[src/rtl/indexed_ordered_membership_list_macros.svh]
// ----------------------------------------------------------------------------
// Assertion macros for the indexed ordered membership list
// Shorthand for clocked assertions with a synchronous reset that disables them.
// ----------------------------------------------------------------------------
`ifndef INDEXED_ORDERED_MEMBERSHIP_LIST_MACROS_SVH
`define INDEXED_ORDERED_MEMBERSHIP_LIST_MACROS_SVH

// The consequent must hold in the same cycle as the antecedent.
`define IOL_ASSERT_SAME(label, clk, rst, ante, cons, msg) \
   label: assert property (@(posedge clk) disable iff (rst) (ante) |-> (cons)) \
      else $error(msg);

// The consequent must hold in the cycle after the antecedent.
`define IOL_ASSERT_NEXT(label, clk, rst, ante, cons, msg) \
   label: assert property (@(posedge clk) disable iff (rst) (ante) |=> (cons)) \
      else $error(msg);

`endif

[src/rtl/iol_ram.sv]
// ----------------------------------------------------------------------------
// iol_ram
// Single-port-write, single-port-read RAM with bit mask and registered read.
// ----------------------------------------------------------------------------
`timescale 1ns / 1ps
`default_nettype none

module iol_ram #(
   parameter int WIDTH = 8,
   parameter int DEPTH = 16
) (
   input  wire logic                     clock,
   input  wire logic                     wr_en,
   input  wire logic [$clog2(DEPTH)-1:0] wr_addr,
   input  wire logic [WIDTH-1:0]         wr_data,
   input  wire logic [WIDTH-1:0]         wr_mask,
   input  wire logic                     rd_en,
   input  wire logic [$clog2(DEPTH)-1:0] rd_addr,
   output logic      [WIDTH-1:0]         rd_data
);

   logic [WIDTH-1:0] mem_ff [DEPTH];
   logic [WIDTH-1:0] rd_data_ff;

   always_ff @(posedge clock) begin
      if (wr_en) begin
         for (int b = 0; b < WIDTH; b++) begin
            if (wr_mask[b]) begin
               mem_ff[wr_addr][b] <= wr_data[b];
            end
         end
      end
      if (rd_en) begin
         rd_data_ff <= mem_ff[rd_addr];
      end
   end

   assign rd_data = rd_data_ff;

endmodule

`default_nettype wire

[config.mk]
export PLATFORM = sky130hd
export DESIGN_NAME = iol_ram
export DESIGN_NICKNAME = d
export VERILOG_FILES = /design/src/rtl/indexed_ordered_membership_list_macros.svh /design/src/rtl/iol_ram.sv
export SDC_FILE = /design/constraint.sdc
export NUM_CORES = 1
export LEC_CHECK = 0
export BUFFER_PORTS_ARGS = -buffer_cell sky130_fd_sc_hd__buf_2
export CAP_MARGIN = 20
export CELL_PAD_IN_SITES_DETAIL_PLACEMENT = 1
export CELL_PAD_IN_SITES_GLOBAL_PLACEMENT = 2
export CORE_MARGIN = 2
export CORE_UTILIZATION = 40
export DETAILED_ROUTE_END_ITERATION = 10
export GPL_TIMING_DRIVEN = 1
export PLACE_DENSITY_LB_ADDON = 0.1
export SLEW_MARGIN = 20
export SYNTH_ARGS = -nofsm -noshare
export SYNTH_HDL_FRONTEND = slang
export SYNTH_SLANG_ARGS = --single-unit
[constraint.sdc]
create_clock -name clock -period 1.45 [get_ports clock]
set_input_delay 0.145 -clock clock [delete_from_list [all_inputs] [get_ports clock]]
set_output_delay 0.145 -clock clock [all_outputs]
set_load 0.01 [all_outputs]
==> results by group, run 1 <==
Synthesis
  – Synth Flop Type: edfxtp_1
  – Asr flop ratio synth: 0%
  – Synth warn: 0
  – Synthesized Nets: 400
  – Mapped Area: 5760 µm²
  – Post-synth top area share: 70.8%
  – Area contributors post-synth: edfxtp_1 (71%), nor2_1 (8.5%), mux4_2 (7.0%)
  – Post-synth EDFFs: 136
  – Synthesized area per cell: 15.5 µm²
  – Post-Synthesis Cells: 373
  – Post-synth top cells: edfxtp_1 (136), nor2_1 (131), nand2_1 (25), mux4_2 (18), a22oi_1 (16)
  – Seq/Total Area, Yosys: 70.8%
  – Top-count cell post-synth: edfxtp_1
  – Post-synth cell types: 16
  – Yosys reg bits: 136
  – Post-synth top area cell: edfxtp_1

Hold path
  – Hold crit path type: in2reg
  – Hold wc startpoint: wr_data[1]

Timing
  – Maximum clock rate: 718 MHz
  – Tmin final: 1390 ps
  – Final WS setup: 57.0 ps
  – Hold Fails Final Rpt: 0
  – Worst-margin pin slew: 1160 ps
  – Count of pins over their slew limit: 0
  – Relative slew slack: 22.8%
  – Clock Skew: 4.30 ps
  – Unrepaired setup endpoints after global routing: false
  – Final setup violating endpoints: 0
  – Tcrit/Tclk final: 96.1%

Clock network
  – Clk_lat worst skew: 420 ps
  – Clk slew on worst S/H paths: 60 ps
  – CTS Buf Count: 17
  – CTS tree: yes
  – TritonCTS Sinks: 136
  – Clock Path Buffers: 2
  – Cts hold-fix bufs: 0
  – H-tree depth reported by CTS: 4
  – Post-CTS setup buffer count: 0
  – Clock root cell: clkbuf_16

Routing
  – DRT Pass-1 Iters: 4
  – DRC Markers: 0
  – DR iter-0 viols: 280
  – WL final: 15300 µm
  – Routed vias: 3424
  – Post-DRT Antenna Nets: 0
  – Routed length per instance: 23.8 µm
  – Via density: 5.32

Finish
  – Fillcell total: 1411
  – Post-Layout Cell Count: 644
  – N_diodes: 0
  – Syn-to-layout area delta: 21.0%
  – Final nets: 478
  – Layout cells sized above 1: 28.9%
  – Final Util: 49.9%

Floorplanning
  – Initial Utilization: 41.2%
  – Boundary pin count: 35
  – Core area: 14000 µm²
  – Die area: 15400 µm²
  – Num rows: 43
  – Die width: 124 µm
  – Die H: 124 µm

Power
  – Static Leak: 2.37 nW
  – Max IR drop VDD: 0.792 mV
  – Net Sw Frac: 22.4%
  – PD cells: 1320 nW/µm²
  – Combinational Power Share: 6.4%
  – Register share of total power: 47.9%
  – Psw: 2.06 mW
  – Internal: 7.16 mW
  – Clock power share: 45.7%

GRT
  – Vias in the first global route: 3604
  – Gr ovfl total: 0
  – Initial antenna violation count: 0
  – First-pass GRT wire length: 22800 µm
  – Largest net degree at the start of global routing: 19
  – All-Layer GR Usage: 21.9%

Worst setup path
  – Reg-to-reg startpoint: mem_ff[1][2]
  – CP Launch Point: mem_ff[1][2]
  – CP max stage cell: mux4_1
  – Crit path largest cell delay: 540 ps
  – Critical Path End Type: flop
  – WP data arrival: 1560 ps
  – CP Max Fanout: 1
  – CP required: 1620 ps
  – CP Cell Sequence: mux4_1, a22oi_2, nand2_1
  – Setup CP Type: reg2reg
  – Setup crit start kind: flop

Status
  – Run status: finished clean

Place
  – Routability Congestion: 0.772
  – PortBufs: 34
  – Final HPWL DP: 10100 µm
  – Dpl ws: -200 ps
  – DP Cell Count: 612

Run
  – Max Cap Viol: 0
per-stage QoR:
| stage | power, mW | TNS (ps) | hold slack [ps] | instance area (µm²) |
|---|---|---|---|---|
| after floorplan | 4.78 | 0 | 244 | 5760 |
| after global placement | 5.06 | -1180 | 528 | 6390 |
| after detailed placement | 5.08 | -1350 | 536 | 6390 |
| after CTS | 9.27 | 0 | 93.6 | 6980 |
| after global routing | 9.49 | 0 | 102 | 6970 |
| final | 9.22 | 0 | 107 | 6970 |
registers in the layout (all words and copies together), names as in the netlist:
name	cells
mem_ff	128
rd_data	8
worst max-delay path: cells and delay by family, from the launching register on:
kind	cells	cell delay, ps
compound gates	1	200
simple gates	1	70
flops	1	350
mux	1	540
layout by cell type (no fill, tap or decap), types with 3 or more instances in the layout:
cell type / count
a22oi_1: 13
a22oi_2: 3
buf_2: 34
buf_4: 42
clkbuf_16: 17
clkinvlp_4: 6
edfxtp_1: 136
mux4_1: 10
mux4_2: 22
nand2_1: 25
nand3_1: 6
nor2_1: 131
nor2b_1: 5
cells by family (layout without fill, tap and decap cells):
| kind of cell | count (synthesis) | in the layout | share of synthesized area, % |
|---|---|---|---|
| buf+inv | 19 | 110 | 2.08 |
| compound gates | 16 | 16 | 2.08 |
| flops | 136 | 136 | 70.8 |
| mux | 32 | 32 | 13.4 |
| simple gates | 170 | 170 | 11.6 |
power by group through the flow:
stage / clock network [mW] / logic, mW / registers (mW)
floorplan: 0 / 0.279 / 4.50
global placement: 0 / 0.568 / 4.50
detailed placement: 0 / 0.585 / 4.50
CTS: 4.27 / 0.589 / 4.41
global route: 4.43 / 0.639 / 4.42
finish: 4.22 / 0.587 / 4.41
routing by layer:
layer	routed length (µm)	part of all wire, %	track usage [%]
met5	0	0	0
met4	276	1.8	7.87
met3	767	5.0	4.08
met2	7580	49	35.3
met1	6720	44	29.9
cell type report:
cell class,count,area [µm²],area share [%]
sequential,136,4080,58.6
clock inverter,14,150,2.15
multi-input combinational,218,1560,22.4
clock buffer,18,429,6.15
tap,180,225,3.23
timing repair buffer,78,526,7.53
timing repair:
| action | CTS | global route |
|---|---|---|
| gates resized for setup | 1 | 6 |
| endpoints found under the setup margin | 1 | 5 |
| pin swaps | 0 | 1 |
| endpoints found under the hold margin | 0 | 0 |
| gates cloned | 0 | 0 |
path summary, 6_finish.rpt:
path / end / slack (ps) / cells after the start
worst max register to register: rd_data[2] / 60 / 3
worst min register to register: rd_data[2] / 760 / 3
worst max-delay path: rd_data[2] / 60 / 3
worst min-delay path: mem_ff[2][1] / 110 / 1
Note: power is estimated with default switching activity, not from simulation.
==> run 2, diff against run 1 <==
--- a/config.mk
+++ b/config.mk
@@ -14,6 +14,7 @@
 export DETAILED_ROUTE_END_ITERATION = 10
 export GPL_TIMING_DRIVEN = 1
 export PLACE_DENSITY_LB_ADDON = 0.1
+export SETUP_SLACK_MARGIN = 0.4
 export SLEW_MARGIN = 20
 export SYNTH_ARGS = -nofsm -noshare
 export SYNTH_HDL_FRONTEND = slang
==> run 2 against run 1 <==
Against the previous run: clock skew up 2.3 ps; worst hold slack lost 8.6 ps; clock power grew 10%; core utilization up 0.36 points; flip-flop and latch count unchanged; worst setup slack better by 10 ps; total power increased by 4.9%; highest routed layer unchanged.
==> results by group, run 2 (synthesized netlist as in run 1, its figures left out) <==
Status
  – Run status: finished clean

Hold path
  – Hold wc startpoint: wr_data[3]
  – Worst hold path depth: 1 (unchanged)
  – Hold endpoint: mem_ff[5][3]
  – Hold crit path type: in2reg

Timing
  – Unrepaired setup endpoints after global routing: true
  – Clock Skew: 6.61 ps (+2.31 ps)
  – Final setup violating endpoints: 0 (unchanged)
  – Maximum clock rate: 723 MHz (+0.75%)
  – Final WS setup: 67.3 ps (+10.3 ps)
  – Hold Slack: 98.7 ps (-8.63 ps)
  – Tcrit/Tclk final: 95.4% (-0.71 points)
  – Setup_tns: 0 ps (unchanged)
  – Tmin final: 1380 ps (-10.3 ps)
  – Count of pins over their slew limit: 0 (unchanged)
  – Hold Fails Final Rpt: 0 (unchanged)
  – Relative slew slack: 51.0% (+28 points)
  – Worst-margin pin slew: 735 ps (-421 ps)

Clock network
  – Clk slew on worst S/H paths: 60 ps (about the same)
  – Clock root cell: clkbuf_16
  – Clk_lat worst skew: 430 ps (about the same)
  – Clock Path Buffers: 2 (unchanged)
  – Post-CTS setup buffer count: 0 (unchanged)
  – CTS Buf Count: 17 (unchanged)
  – CTS tree: yes
  – H-tree depth reported by CTS: 4 (unchanged)
  – Cts hold-fix bufs: 0 (unchanged)
  – TritonCTS Sinks: 136 (unchanged)

Finish
  – Final Util: 50.2% (+0.36 points)
  – Layout cells sized above 1: 32.6% (+3.7 points)
  – Syn-to-layout area delta: 21.9%
  – Leading cell type in the layout, fill and taps excluded: edfxtp_1
  – Fin area: 7020 µm² (+0.72%)
  – Post-Layout Cell Count: 640 (-0.62%)
  – Most frequent cells in the layout: edfxtp_1 (136), nor2_1 (130), buf_4 (38)
  – Largest register FFs: 128 (unchanged)
  – Final nets: 475 (-0.63%)
  – Reg with most FFs: mem_ff
  – N_diodes: 0 (unchanged)

Floorplanning
  – Num rows: 43 (unchanged)
  – Die H: 124 µm (unchanged)
  – Die area: 15400 µm² (unchanged)
  – Initial Utilization: 41.2% (unchanged)
  – Core area: 14000 µm² (unchanged)
  – Die width: 124 µm (unchanged)
  – Boundary pin count: 35 (unchanged)

Place
  – PortBufs: 34 (unchanged)
  – Final HPWL DP: 9940 µm (-1.6%)
  – DP Cell Count: 609 (-0.49%)
  – Dpl ws: -200 ps (+0.272 ps)
  – Placed cell areas: 6340 µm² (-0.88%)
  – Routability Congestion: 0.718 (-7.0%)

Routing
  – Routed vias: 3437 (+0.38%)
  – Via density: 5.37 (+1.0%)
  – Post-DRT Antenna Nets: 0 (unchanged)
  – Routed length per instance: 23.4 µm (-1.6%)
  – DRC Markers: 0 (unchanged)
  – DRT Pass-1 Iters: 4 (unchanged)
  – DR iter-0 viols: 264 (-5.7%)
  – WL final: 15000 µm (-2.2%)

GRT
  – Largest net degree at the start of global routing: 21 (+2)
  – Initial antenna violation count: 0 (unchanged)
  – Vias in the first global route: 3773 (+4.7%)
  – First-pass GRT wire length: 22600 µm (-1.1%)
  – All-Layer GR Usage: 21.6% (-0.30 points)
  – Gr ovfl total: 0 (unchanged)

Worst setup path
  – Worst r2r path cells: 3 (unchanged)
  – Reg-to-Reg End: rd_data[0]
  – Reg-to-reg startpoint: mem_ff[3][0]
  – CP Cell Sequence: mux4_2, a22oi_2, nand2_1
  – WP data arrival: 1550 ps (about the same)
  – R2r setup slk: 70 ps (about the same)
  – Crit path largest cell delay: 500 ps (-40 ps)
  – Buf/Inv on CP: 0 (unchanged)
  – Critical Path End Type: flop
  – CP max stage cell: mux4_2
  – CP Max Fanout: 1 (unchanged)
  – Cell family with most CP delay: multiplexers
  – Setup crit start kind: flop
  – Setup CP Type: reg2reg
  – CP required: 1620 ps (about the same)

Power
  – PD cells: 1380 nW/µm² (+4.2%)
  – Overall power: 9.67 mW (+4.9%)
  – Static Leak: 2.36 nW (-0.17%)
  – Max IR drop VDD: 0.786 mV (-0.78%)

Run
  – Max Cap Viol: 0 (unchanged)
==> run 2: cell types whose count changed in the layout (fill, tap and decap cells not counted), moves of 4 or more <==
cell,before,now
a22oi_1,13,9
buf_4,42,38
mux4_2,22,32
a22oi_2,3,7
mux4_1,10,0
==> run 2: report_power, final <==
part	internal (mW)	total [mW]	switching, mW
sequential	4.40	4.42	0.0229
combinational	0.235	0.593	0.357
clock	3.02	4.66	1.64
==> run 2: final cells by class <==
cell class | instances | area (µm²)
clock buffers | 17 | 425
clock inverters | 14 | 206
fillers | 1387 | 6960
multi-input cells | 218 | 1560
flip-flops and latches | 136 | 4080
well taps | 180 | 225
repair buffers | 75 | 528
==> run 2: how the worst max path moves through the flow <==
| stage | from | end | slack [ps] | cells past startpoint |
|---|---|---|---|---|
| 6_report | mem_ff[3][0] | rd_data[0] | 70 | 3 |
| 5_1_grt | mem_ff[3][0] | rd_data[0] | 6 | 3 |
| 4_1_cts | mem_ff[11][6] | rd_data[6] | 50 | 3 |
| 3_5_place_dp | rd_addr[0] | rd_data[2] | -200 | 5 |
| 3_3_place_gp | rd_addr[0] | rd_data[7] | -230 | 5 |
| 2_1_floorplan | rd_addr[0] | rd_data[1] | 100 | 5 |
==> run 2: layer usage <==
layer | global-route usage, % | part of all wire, % | vias up
li1 | - | - | 1544
met1 | 26.5 | 40 | 1794
met2 | 37.4 | 53 | 78
met3 | 5.13 | 4.6 | 21
met4 | 7.79 | 1.8 | 0
met5 | 0 | 0 | -
==> run 2: worst register-to-register path, stage by stage, from the launching register on <==
cell and delay, ps:
edfxtp_1 370, mux4_2 500, a22oi_2 190, nand2_1 80
==> run 2: timing repair <==
| item | 4_1_cts | 5_1_grt |
|---|---|---|
| pin swaps | 2 | 0 |
| gates resized for setup | 6 | 7 |
| endpoints found under the setup margin | 16 | 21 |
