===== config.mk =====
export PLATFORM = sky130hd
export DESIGN_NAME = iol_seq
export DESIGN_NICKNAME = d
export VERILOG_FILES = /design/src/rtl/indexed_ordered_membership_list_macros.svh /design/src/rtl/iol_pkg.sv /design/src/rtl/iol_seq.sv
export SDC_FILE = /design/constraint.sdc
export NUM_CORES = 1
export LEC_CHECK = 0
export ABC_AREA = 1
export BUFFER_PORTS_ARGS = -buffer_cell sky130_fd_sc_hd__clkbuf_2
export CORE_AREA = 2 2 39 41
export CTS_CLUSTER_SIZE = 25
export DETAILED_ROUTE_END_ITERATION = 12
export DIE_AREA = 0 0 41 43
export SLEW_MARGIN = 20
export SYNTH_ARGS = -nofsm -noshare
export SYNTH_HDL_FRONTEND = slang
export SYNTH_SLANG_ARGS = --single-unit

===== constraint.sdc =====
create_clock -name clock -period 0.9 [get_ports clock]
set_input_delay 0.09 -clock clock [delete_from_list [all_inputs] [get_ports clock]]
set_output_delay 0.09 -clock clock [all_outputs]
set_load 0.03 [all_outputs]

===== src/rtl/indexed_ordered_membership_list_macros.svh =====
// ----------------------------------------------------------------------------
// Assertion macros for the indexed ordered membership list
// Shorthand for clocked assertions with a synchronous reset that disables them.
// ----------------------------------------------------------------------------
`ifndef INDEXED_ORDERED_MEMBERSHIP_LIST_MACROS_SVH
`define INDEXED_ORDERED_MEMBERSHIP_LIST_MACROS_SVH

// The consequent must hold in the same cycle as the antecedent.
`define IOL_ASSERT_SAME(label, clk, rst, ante, cons, msg) \
   label: assert property (@(posedge clk) disable iff (rst) (ante) |-> (cons)) \
      else $error(msg);

// The consequent must hold in the cycle after the antecedent.
`define IOL_ASSERT_NEXT(label, clk, rst, ante, cons, msg) \
   label: assert property (@(posedge clk) disable iff (rst) (ante) |=> (cons)) \
      else $error(msg);

`endif


===== src/rtl/iol_pkg.sv =====
// ----------------------------------------------------------------------------
// iol_pkg
// Types, constants and helpers shared by the ordered membership list.
// ----------------------------------------------------------------------------
`timescale 1ns / 1ps
`default_nettype none

package iol_pkg;

   localparam int SLOT_COUNT = 1024;
   localparam int IDX_W      = $clog2(SLOT_COUNT);
   localparam int LINK_W     = IDX_W + 1;
   localparam int SLOT_W     = 10;
   localparam int POS_W      = 64;
   localparam int CNT_W      = 64;
   localparam int LINK_WORD_W = 2 * LINK_W;
   localparam int DATA_WORD_W = 2 * POS_W + 1;

   typedef logic [LINK_W-1:0] link_type;
   typedef logic [IDX_W-1:0]  idx_type;

   localparam link_type NULL_LINK = link_type'(SLOT_COUNT);

   localparam logic [LINK_WORD_W-1:0] MASK_ALL  = {LINK_WORD_W{1'b1}};
   localparam logic [LINK_WORD_W-1:0] MASK_NEXT = {{LINK_W{1'b1}}, {LINK_W{1'b0}}};
   localparam logic [LINK_WORD_W-1:0] MASK_PREV = {{LINK_W{1'b0}}, {LINK_W{1'b1}}};

   typedef enum logic [1:0] {
      FUNC_PUSH   = 2'd0,
      FUNC_REMOVE = 2'd1,
      FUNC_POP    = 2'd2,
      FUNC_NOP    = 2'd3
   } func_type;

   typedef enum logic [1:0] {
      STAT_DONE    = 2'd0,
      STAT_ALREADY = 2'd1,
      STAT_ABSENT  = 2'd2,
      STAT_EMPTY   = 2'd3
   } status_type;

   typedef enum logic [2:0] {
      S_CLEAR,
      S_IDLE,
      S_LOOK,
      S_FIX_NEXT,
      S_FIX_PREV,
      S_DONE
   } state_type;

   typedef struct packed {
      link_type next_link;
      link_type prev_link;
   } link_word_type;

   typedef struct packed {
      logic [POS_W-1:0] redo_pos;
      logic [POS_W-1:0] point_pos;
      logic             candidate;
   } data_word_type;

   typedef struct packed {
      logic clear_last;
      logic req_valid;
      logic plan_next;
      logic plan_prev;
      logic out_free;
   } seq_flags_type;

   typedef struct packed {
      logic clearing;
      logic ready;
      logic look;
      logic fix_next;
      logic fix_prev;
      logic load_out;
   } seq_ctrl_type;

   typedef struct packed {
      status_type        status;
      logic [SLOT_W-1:0] out_slot;
      logic [POS_W-1:0]  out_redo_pos;
      logic [POS_W-1:0]  out_point_pos;
      logic              out_candidate;
      logic              head_valid;
      logic [SLOT_W-1:0] head_slot;
      logic [CNT_W-1:0]  push_total;
      logic [CNT_W-1:0]  remove_total;
      logic [CNT_W-1:0]  pop_total;
   } result_type;

   function automatic logic link_valid(input link_type l);
      return l < NULL_LINK;
   endfunction

   function automatic logic slot_in_range(input logic [SLOT_W-1:0] s);
      return 32'(s) < 32'(SLOT_COUNT);
   endfunction

endpackage

`default_nettype wire


===== src/rtl/iol_seq.sv =====
// ----------------------------------------------------------------------------
// iol_seq
// Sequencer for the clearing pass and the read, link-fix and reply steps.
// ----------------------------------------------------------------------------
`timescale 1ns / 1ps
`default_nettype none

module iol_seq (
   input  wire logic                   clock,
   input  wire logic                   reset,
   input  wire iol_pkg::seq_flags_type flags,
   output iol_pkg::seq_ctrl_type       ctrl
);

   iol_pkg::state_type state_ff;
   iol_pkg::state_type state_in;

   always_ff @(posedge clock) begin
      if (reset) begin
         state_ff <= iol_pkg::S_CLEAR;
      end else begin
         state_ff <= state_in;
      end
   end

   always_comb begin
      state_in = state_ff;
      case (state_ff)
         iol_pkg::S_CLEAR: begin
            if (flags.clear_last) state_in = iol_pkg::S_IDLE;
         end
         iol_pkg::S_IDLE: begin
            if (flags.req_valid) state_in = iol_pkg::S_LOOK;
         end
         iol_pkg::S_LOOK: begin
            if (flags.plan_next) begin
               state_in = iol_pkg::S_FIX_NEXT;
            end else if (flags.plan_prev) begin
               state_in = iol_pkg::S_FIX_PREV;
            end else begin
               state_in = iol_pkg::S_DONE;
            end
         end
         iol_pkg::S_FIX_NEXT: begin
            state_in = flags.plan_prev ? iol_pkg::S_FIX_PREV : iol_pkg::S_DONE;
         end
         iol_pkg::S_FIX_PREV: begin
            state_in = iol_pkg::S_DONE;
         end
         iol_pkg::S_DONE: begin
            if (flags.out_free) state_in = iol_pkg::S_IDLE;
         end
         default: begin
            state_in = iol_pkg::S_CLEAR;
         end
      endcase
   end

   always_comb begin
      ctrl = '0;
      case (state_ff)
         iol_pkg::S_CLEAR:    ctrl.clearing = 1'b1;
         iol_pkg::S_IDLE:     ctrl.ready    = 1'b1;
         iol_pkg::S_LOOK:     ctrl.look     = 1'b1;
         iol_pkg::S_FIX_NEXT: ctrl.fix_next = 1'b1;
         iol_pkg::S_FIX_PREV: ctrl.fix_prev = 1'b1;
         iol_pkg::S_DONE:     ctrl.load_out = flags.out_free;
         default:             ctrl = '0;
      endcase
   end

endmodule

`default_nettype wire


==> results of run 1 <==
==> cells by family (layout without fill, tap and decap cells) <==
kind of cell           Yosys count  after routing
AO/OA/AOI/OAI                    5              5
flip-flops                       3              3
AND/OR/NAND/NOR                 20             20
buffers and inverters            7             29
==> repair_timing <==
item                                    4_1_cts  5_1_grt
cloned                                        0        0
resized for setup                            18       16
endpoints found under the setup margin        9        9
buffers inserted                              0        1
pin swaps                                     1        2
==> per-stage QoR <==
stage / area, µm² / hold slack [ns]
after global placement: 345 / 0.295
after CTS: 443 / 0.0414
after global routing: 492 / 0.0551
final: 492 / 0.0583
after detailed placement: 345 / 0.293
after floorplan: 228 / 0.149
==> how the worst min path moves through the flow <==
stage / slack (ns) / depth (start not counted) / start / endpoint
after global placement: 0.29 / 2 / reset / state_ff[0]$_SDFFE_PP0P_
after global routing: 0.06 / 2 / reset / state_ff[2]$_SDFFE_PP0P_
after CTS: 0.04 / 2 / reset / state_ff[0]$_SDFFE_PP0P_
after floorplan: 0.15 / 1 / reset / state_ff[0]$_SDFFE_PP0P_
after detailed placement: 0.29 / 2 / reset / state_ff[0]$_SDFFE_PP0P_
final: 0.06 / 2 / reset / state_ff[2]$_SDFFE_PP0P_
==> cells in the final DEF, fill, tap and decap left out, types with 2 or more instances in the layout <==
cell type,synthesis,layout
nand2_4,0,2
nor2_4,0,3
nor2_2,2,2
a21oi_2,0,3
buf_4,0,5
clkbuf_2,0,6
nor3_2,1,3
nand2_1,7,5
clkbuf_8,0,2
dfxtp_4,0,3
buf_6,0,2
clkbuf_4,0,3
buf_8,0,3
nand2_2,2,2
inv_2,5,6
==> critical path, delay by kind of cell (launching register included) <==
family        cells  cell delay, ns
buf+inv           2            0.26
flops             1            0.35
simple gates      2            0.18
==> layer usage <==
layer	vias up	share of wire
li1	155	-
met1	136	0.39
met2	6	0.55
met3	0	0.050
met4	0	0
met5	-	0
==> cell usage after synthesis (all sizes together) <==
master,count,share of area
nand2,9,0.18
inv,7,0.12
nor2,5,0.11
a21oi,4,0.094
dfxtp,3,0.28
nor3,3,0.094
nand3,1,0.024
nand3b,1,0.035
nand4,1,0.029
o21ai,1,0.024
==> cell type report <==
type | instances | share of cell area
Inverter | 7 | 0.0534
Sequential cell | 3 | 0.145
Multi-Input combinational cell | 25 | 0.377
Tap cell | 16 | 0.0407
Clock buffer | 4 | 0.0534
Timing Repair Buffer | 18 | 0.331
==> power groups by stage <==
stage | clock network [mW] | logic (mW) | registers, mW
after global routing | 0.278 | 0.621 | 0.218
after floorplan | 0 | 0.274 | 0.196
final | 0.243 | 0.582 | 0.212
after global placement | 0 | 0.408 | 0.195
after detailed placement | 0 | 0.412 | 0.196
after CTS | 0.253 | 0.517 | 0.201
==> impl_metrics.tcl, run 1 <==
set metrics [dict create \
    cap_viol_max_count 0 \
    critical_path.max_fanout 4 \
    start_util 0.154 \
    globalRouteOverflowTotal 0 \
    drc 0 \
    top_regs "state_ff x3" \
    worst_r2r_startpoint "state_ff[1]$_SDFFE_PP0P_" \
    adder_cell_area_share_of_the_yosys_netlist 0 \
    p_clk_frac 0.234 \
    top_level_ports 13 \
    cts.hold.buffers_added 0 \
    die_area_um2 1760 \
    vias_per_cell 4.07 \
    synth_seq_area_share 0.282 \
    clkLatencyLatePin_ns 0.24 \
    post-place-cells 68 \
    cp_data_required_time_ns 0.81 \
    switching_share_of_power 0.418 \
    dp.final_hpwl_um 513 \
    r2r.worst_path.cells 7 \
    critical_path_origin "state_ff[1]$_SDFFE_PP0P_" \
    num-fill-cells 155 \
    routed_wire_length_per_instance_um 9.56 \
    final_period_minus_worst_setup_slack_ns 1.12 \
    route.vias.total 297 \
    clock_skew_ns 0.00473 \
    register_area_um2 71.3 \
    leak_nw 0.225 \
    cts_max_level 1 \
    synth_fp_nets 42 \
    ws_path_type "flip-flop to output port" \
    syn-mean-instance-area_um2 6.08 \
    core-area_um2 1380 \
    maxSlewHeadroom 0.877 \
    clk_pin_slew_worst_paths_ns 0.04 \
    number_of_non_filler_instances_in_the_completed_layout 73 \
    largest_register_ffs 3 \
    drt-initial-drc-count 3 \
    power.net_switching_mw 0.433 \
    combPwrFrac 0.561 \
    critical_path.endpoint "ctrl[0]" \
    power.density_nw_per_um2 2110 \
    syn-cell-area_um2 213 \
    slowest_delay_ns 0.35 \
    root_buffer "clkbuf_4" \
    multi_input_comb_area_um2 185 \
    critical_path.cell_chain "inv_2 > nand2_4 > nor3_2 > clkbuf_8" \
    antenna_found_initial 0 \
    reg2reg_setup_slack_ns -0.15 \
    hp-class "input pin to flip-flop" \
    numClockSinks 3 \
    synthesis.instances 35 \
    tritoncts "yes" \
    yosys_register_bits 3 \
    largest_register "state_ff" \
    firstDrtPassIters 2 \
    setup.worst_path.end_class "output port" \
    largest_family_of_logic_cells_by_synthesized_area "simple AND/OR/NAND/NOR gates" \
    slew_viol_final 0 \
    nets 65 \
    setup_tns_ns -1.46 \
    xor_and_xnor_area_share_after_synthesis 0 \
    vdd_drop_max_mv 0.730 \
    start_kind "flip-flop" \
    synth.lib_cells_used.distinct 14 \
    p_int_mw 0.603 \
    pwr-share-seq 0.205 \
    m1_gr_usage 0.0932 \
    area_delta_synth_final_pct 131 \
    report.final.setup_viol 9 \
    place_congestion 0.727 \
    violations "negative setup slack" \
    synthesis.yosys.warnings 0 \
    yosys.area_share.simple 0.476 \
    post_synth_mux_area_share 0 \
    grt_setup_unrepaired "yes" \
    post-route-worst-setup-slack_ns -0.222 \
    dpl_worst_slack_ns -0.122 \
    layout.core_utilization 0.355 \
    use_met2 0.138 \
    grt_first_pass_wirelength_um 1060 \
    cts_made_buffers 3 \
    core.rowCount 14 \
    post_route_cells_drive_above_1_share 0.789 \
    maximum_number_of_pins_on_one_net_before_global_route_repair 7 \
    track_usage 0.0954 \
    worst_r2r_endpoint "state_ff[0]$_SDFFE_PP0P_" \
    worst-endpoint-arrival_ns 1.03 \
    ant_nets 0 \
    final_total_power_mw 1.04 \
    top_usage_layer "met2" \
    max_freq_ghz 0.891 \
    port_buffers 12 \
    floorplan.die.width_um 41 \
    outcome "finished, violations left" \
    clockBufferDepth 2 \
    timing_hold_violations_final 0 \
    crit_path_top_delay_cell "dfxtp_4" \
    period_share 1.25 \
    met3_usage 0.0524 \
    diodes 0 \
    grt_pass1_vias 286 \
    die_height_um 43 \
    synth-compound-area-share 0.118 \
    tightestPinTransition_ns 0.184 \
    finalWirelength_um 698 \
]
Note: power is estimated with default switching activity, not from simulation.
==> run 2: changes to the inputs <==
--- a/config.mk
+++ b/config.mk
@@ -11,7 +11,9 @@
 export CTS_CLUSTER_SIZE = 25
 export DETAILED_ROUTE_END_ITERATION = 12
 export DIE_AREA = 0 0 41 43
+export SKIP_CTS_REPAIR_TIMING = 1
 export SLEW_MARGIN = 20
 export SYNTH_ARGS = -nofsm -noshare
 export SYNTH_HDL_FRONTEND = slang
 export SYNTH_SLANG_ARGS = --single-unit
+export TNS_END_PERCENT = 10
==> run 2 against run 1 <==
The run still ends with negative setup slack left. Sequential power shrank 2%. Sequential share of layout area rose by 0.99 points. Die area unchanged. Routed wire length is 10% lower. Critical path depth unchanged. Non-clock buffer count is 1 lower. Setup slack improved by 0.011 ns. Via count rose by 0.34%. Register-to-register slack improved by 0.05 ns. Hold slack hardly changed. Largest cell class unchanged.
==> impl_metrics.tcl, run 2 (synthesis gave the netlist of run 1 again) <==
set metrics [dict create \
    drc 0 \
    setup.worst_path.end_class "output port" \
    grt_first_pass_wirelength_um 952 \
    cts_made_buffers 3 \
    timing_hold_violations_final 0 \
    tightestPinTransition_ns 0.172 \
    port_buffers 12 \
    track_usage 0.0843 \
    floorplan.die.width_um 41 \
    worst-endpoint-arrival_ns 1.02 \
    antenna_found_initial 0 \
    max_freq_ghz 0.900 \
    tritoncts "yes" \
    number_of_non_filler_instances_in_the_completed_layout 72 \
    die_area_um2 1760 \
    place_congestion 0.707 \
    final_period_minus_worst_setup_slack_ns 1.11 \
    core-area_um2 1380 \
    cts_max_level 1 \
    clk_pin_slew_worst_paths_ns 0.04 \
    ant_nets 0 \
    root_buffer "clkbuf_4" \
    post-place-cells 68 \
    outcome "finished, violations left" \
    dp.final_hpwl_um 502 \
    maxSlewHeadroom 0.885 \
    drt-initial-drc-count 1 \
    globalRouteOverflowTotal 0 \
    diodes 0 \
    report.final.setup_viol 9 \
    power.density_nw_per_um2 2160 \
    grt_pass1_vias 259 \
    whs_ns 0.0581 \
    cp_data_required_time_ns 0.81 \
    leak_nw 0.211 \
    ws_path_type "flip-flop to output port" \
    numClockSinks 3 \
    layout.cells.most_common_list "7 x nand2_1, 6 x inv_2, 6 x clkbuf_2, 6 x buf_6, 5 x buf_4" \
    start_kind "flip-flop" \
    clockBufferDepth 2 \
    clkLatencyLatePin_ns 0.23 \
    top_regs "state_ff x3" \
    area_delta_synth_final_pct 109 \
    post_route_cells_drive_above_1_share 0.714 \
    post-route-worst-setup-slack_ns -0.211 \
    core.rowCount 14 \
    routed_wire_length_per_instance_um 8.72 \
    slew_viol_final 0 \
    reg2reg_setup_slack_ns -0.10 \
    vdd_drop_max_mv 0.646 \
    largest_register "state_ff" \
    nets 64 \
    violations "negative setup slack" \
    maximum_number_of_pins_on_one_net_before_global_route_repair 7 \
    die_height_um 43 \
    hp-class "input pin to flip-flop" \
    top_level_ports 13 \
    critical_path.max_fanout 4 \
    clock_skew_ns 0.00105 \
    finalWirelength_um 628 \
    largest_register_ffs 3 \
    layout.cells.most_common "nand2_1" \
    start_util 0.154 \
    firstDrtPassIters 3 \
    num-fill-cells 162 \
    period_share 1.23 \
    cap_viol_max_count 0 \
    grt_setup_unrepaired "yes" \
    vias_per_cell 4.14 \
    route.vias.total 298 \
]
==> run 2: area by class of cell <==
class,count,area (µm²),share of cell area
Sequential cell,3,68.8,0.155
Timing Repair Buffer,17,135,0.304
Inverter,7,26.3,0.0592
Multi-Input combinational cell,25,168,0.377
Clock buffer,4,26.3,0.0592
Tap cell,16,20.0,0.0451
==> run 2: metrics by stage <==
step	power [mW]	area (µm²)	setup slack [ns]	utilization	TNS, ns
CTS	0.849	369	-0.368	0.267	-2.19
finish	0.957	444	-0.211	0.321	-1.23
global route	1.04	444	-0.257	0.321	-1.76
floorplan	0.461	225	-0.248	-	-0.936
detailed placement	0.605	343	-0.149	0.248	-0.668
global placement	0.600	343	-0.112	0.248	-0.562
==> run 2: final timing paths <==
path,start,to,cells past startpoint
worst max-delay path,state_ff[1]$_SDFFE_PP0P_,ctrl[3],4
worst min-delay path,reset,state_ff[0]$_SDFFE_PP0P_,2
worst max register to register,state_ff[1]$_SDFFE_PP0P_,state_ff[0]$_SDFFE_PP0P_,7
worst min register to register,state_ff[0]$_SDFFE_PP0P_,state_ff[2]$_SDFFE_PP0P_,2
==> run 2: routing by layer <==
layer  up-vias  track usage  share of wire
met5         -            0              0
met4         0       0.0800              0
met3         0       0.0366          0.043
met2         6        0.122           0.59
met1       137       0.0833           0.36
li1        155            -              -
==> run 2: report_power, final <==
group	total [mW]	internal, mW	switching, mW	leakage (nW)
sequential	0.208	0.166	0.0418	0.0264
clock	0.232	0.166	0.0661	0.0150
combinational	0.517	0.230	0.287	0.169
==> run 2: worst max-delay path, stage by stage (launching register included) <==
cell	delay (ns)
dfxtp_4	0.37
buf_6	0.10
nand2_4	0.07
nor2_4	0.12
buf_6	0.13
==> run 3: changes to the inputs <==
--- a/config.mk
+++ b/config.mk
@@ -11,6 +11,7 @@
 export CTS_CLUSTER_SIZE = 25
 export DETAILED_ROUTE_END_ITERATION = 12
 export DIE_AREA = 0 0 41 43
+export PLACE_DENSITY = 0.39
 export SKIP_CTS_REPAIR_TIMING = 1
 export SLEW_MARGIN = 20
 export SYNTH_ARGS = -nofsm -noshare
==> run 3 against run 2 <==
The run still ends with negative setup slack left. Clock-buffer cell count did not move. Largest cell class unchanged. Critical path depth fell by 1. Setup slack improved by 0.010 ns. Largest power group unchanged.
==> impl_metrics.tcl, run 3 (synthesis gave the netlist of run 1 again) <==
set metrics [dict create \
    outcome "finished, violations left" \
    violations "negative setup slack" \
    critical_path_origin "state_ff[2]$_SDFFE_PP0P_" \
    area_delta_synth_final_pct 119 \
    die_area_um2 1760 \
    whs_ns 0.0647 \
    largest_register "state_ff" \
    vdd_drop_max_mv 0.606 \
    hp-class "input pin to flip-flop" \
    power.density_nw_per_um2 2160 \
    post-place-cells 69 \
    dpl_worst_slack_ns -0.135 \
    worst_r2r_startpoint "state_ff[1]$_SDFFE_PP0P_" \
    die_height_um 43 \
    firstDrtPassIters 1 \
    timing_hold_violations_final 0 \
    root_buffer "clkbuf_4" \
    core.rowCount 14 \
    max_freq_ghz 0.908 \
    layout.cells.most_common_list "7 x nand2_1, 7 x buf_6, 6 x inv_2, 6 x clkbuf_2, 5 x buf_4" \
    grt_setup_unrepaired "yes" \
    clkLatencyLatePin_ns 0.23 \
    core-area_um2 1380 \
    globalRouteOverflowTotal 0 \
    floorplan.die.width_um 41 \
    start_kind "flip-flop" \
    placedInstanceArea_um2 350 \
    layout.core_utilization 0.336 \
    vias_per_cell 4.01 \
    start_util 0.154 \
    drt-initial-drc-count 0 \
    tightestPinTransition_ns 0.176 \
    route.vias.total 293 \
    slew_viol_final 0 \
    numClockSinks 3 \
    critical_path.max_fanout 4 \
    period_share 1.22 \
    report.final.setup_viol 9 \
    ant_nets 0 \
    diodes 0 \
    track_usage 0.0853 \
    clk_pin_slew_worst_paths_ns 0.04 \
    clockBufferDepth 2 \
    top_level_ports 13 \
    clock_skew_ns 0.00210 \
    ws_path_type "flip-flop to output port" \
    worst-endpoint-arrival_ns 1.01 \
    finalWirelength_um 676 \
    dp.final_hpwl_um 517 \
    cap_viol_max_count 0 \
    post_route_cells_drive_above_1_share 0.737 \
    nets 65 \
    post-route-worst-setup-slack_ns -0.201 \
    cp_data_required_time_ns 0.81 \
    maximum_number_of_pins_on_one_net_before_global_route_repair 7 \
    design_area_um2 465 \
    number_of_non_filler_instances_in_the_completed_layout 73 \
    routed_wire_length_per_instance_um 9.26 \
    hold_path_startpoint "reset" \
    port_buffers 12 \
    largest_register_ffs 3 \
    setup_tns_ns -1.34 \
    leak_nw 0.219 \
    place_congestion 0.630 \
    final_period_minus_worst_setup_slack_ns 1.10 \
    maxSlewHeadroom 0.883 \
    antenna_found_initial 0 \
    cts_max_level 1 \
    cts_made_buffers 3 \
    num-fill-cells 168 \
    grt_first_pass_wirelength_um 993 \
    reg2reg_setup_slack_ns -0.12 \
    drc 0 \
    grt_pass1_vias 277 \
    final_total_power_mw 1.00 \
    top_regs "state_ff x3" \
    tritoncts "yes" \
    setup.worst_path.end_class "output port" \
]
run 3: changes by cell type in the layout (fill, tap and decap cells not counted):
cell	change
a21oi_1	-1
a21oi_2	+1
buf_6	+1
nor3_2	-1
nor3_4	+1
run 3: layout make-up:
| class | count | area, µm² | share of cell area |
|---|---|---|---|
| Sequential cell | 3 | 68.8 | 0.148 |
| Inverter | 7 | 26.3 | 0.0565 |
| Tap cell | 16 | 20.0 | 0.0430 |
| Timing Repair Buffer | 18 | 146 | 0.315 |
| Multi-Input combinational cell | 25 | 178 | 0.382 |
| Clock buffer | 4 | 26.3 | 0.0565 |
run 3: critical path: stages, from the launching register on:
cell	delay (ns)
dfxtp_2	0.33
buf_6	0.13
nor3_4	0.17
buf_6	0.15
run 3: metal layers:
metal / share of wire / vias to the layer above / GRT usage / routed length, µm
met5: 0 / - / 0 / 0
met4: 0 / 0 / 0.0600 / 0
met3: 0.053 / 0 / 0.0314 / 36
met2: 0.53 / 9 / 0.134 / 357
met1: 0.42 / 130 / 0.0865 / 282
li1: - / 154 / - / -
run 3: power breakdown:
| group | internal (mW) | total, mW | switching [mW] |
|---|---|---|---|
| Combinational | 0.257 | 0.558 | 0.301 |
| Sequential | 0.167 | 0.212 | 0.0460 |
| Clock | 0.166 | 0.235 | 0.0685 |
| Total | 0.589 | 1.00 | 0.415 |
run 3: worst paths after layout:
| path | end | cells past startpoint |
|---|---|---|
| setup / recovery | ctrl[5] | 3 |
| hold / removal | state_ff[0]$_SDFFE_PP0P_ | 2 |
| setup reg to reg | state_ff[0]$_SDFFE_PP0P_ | 7 |
| hold reg to reg | state_ff[2]$_SDFFE_PP0P_ | 2 |
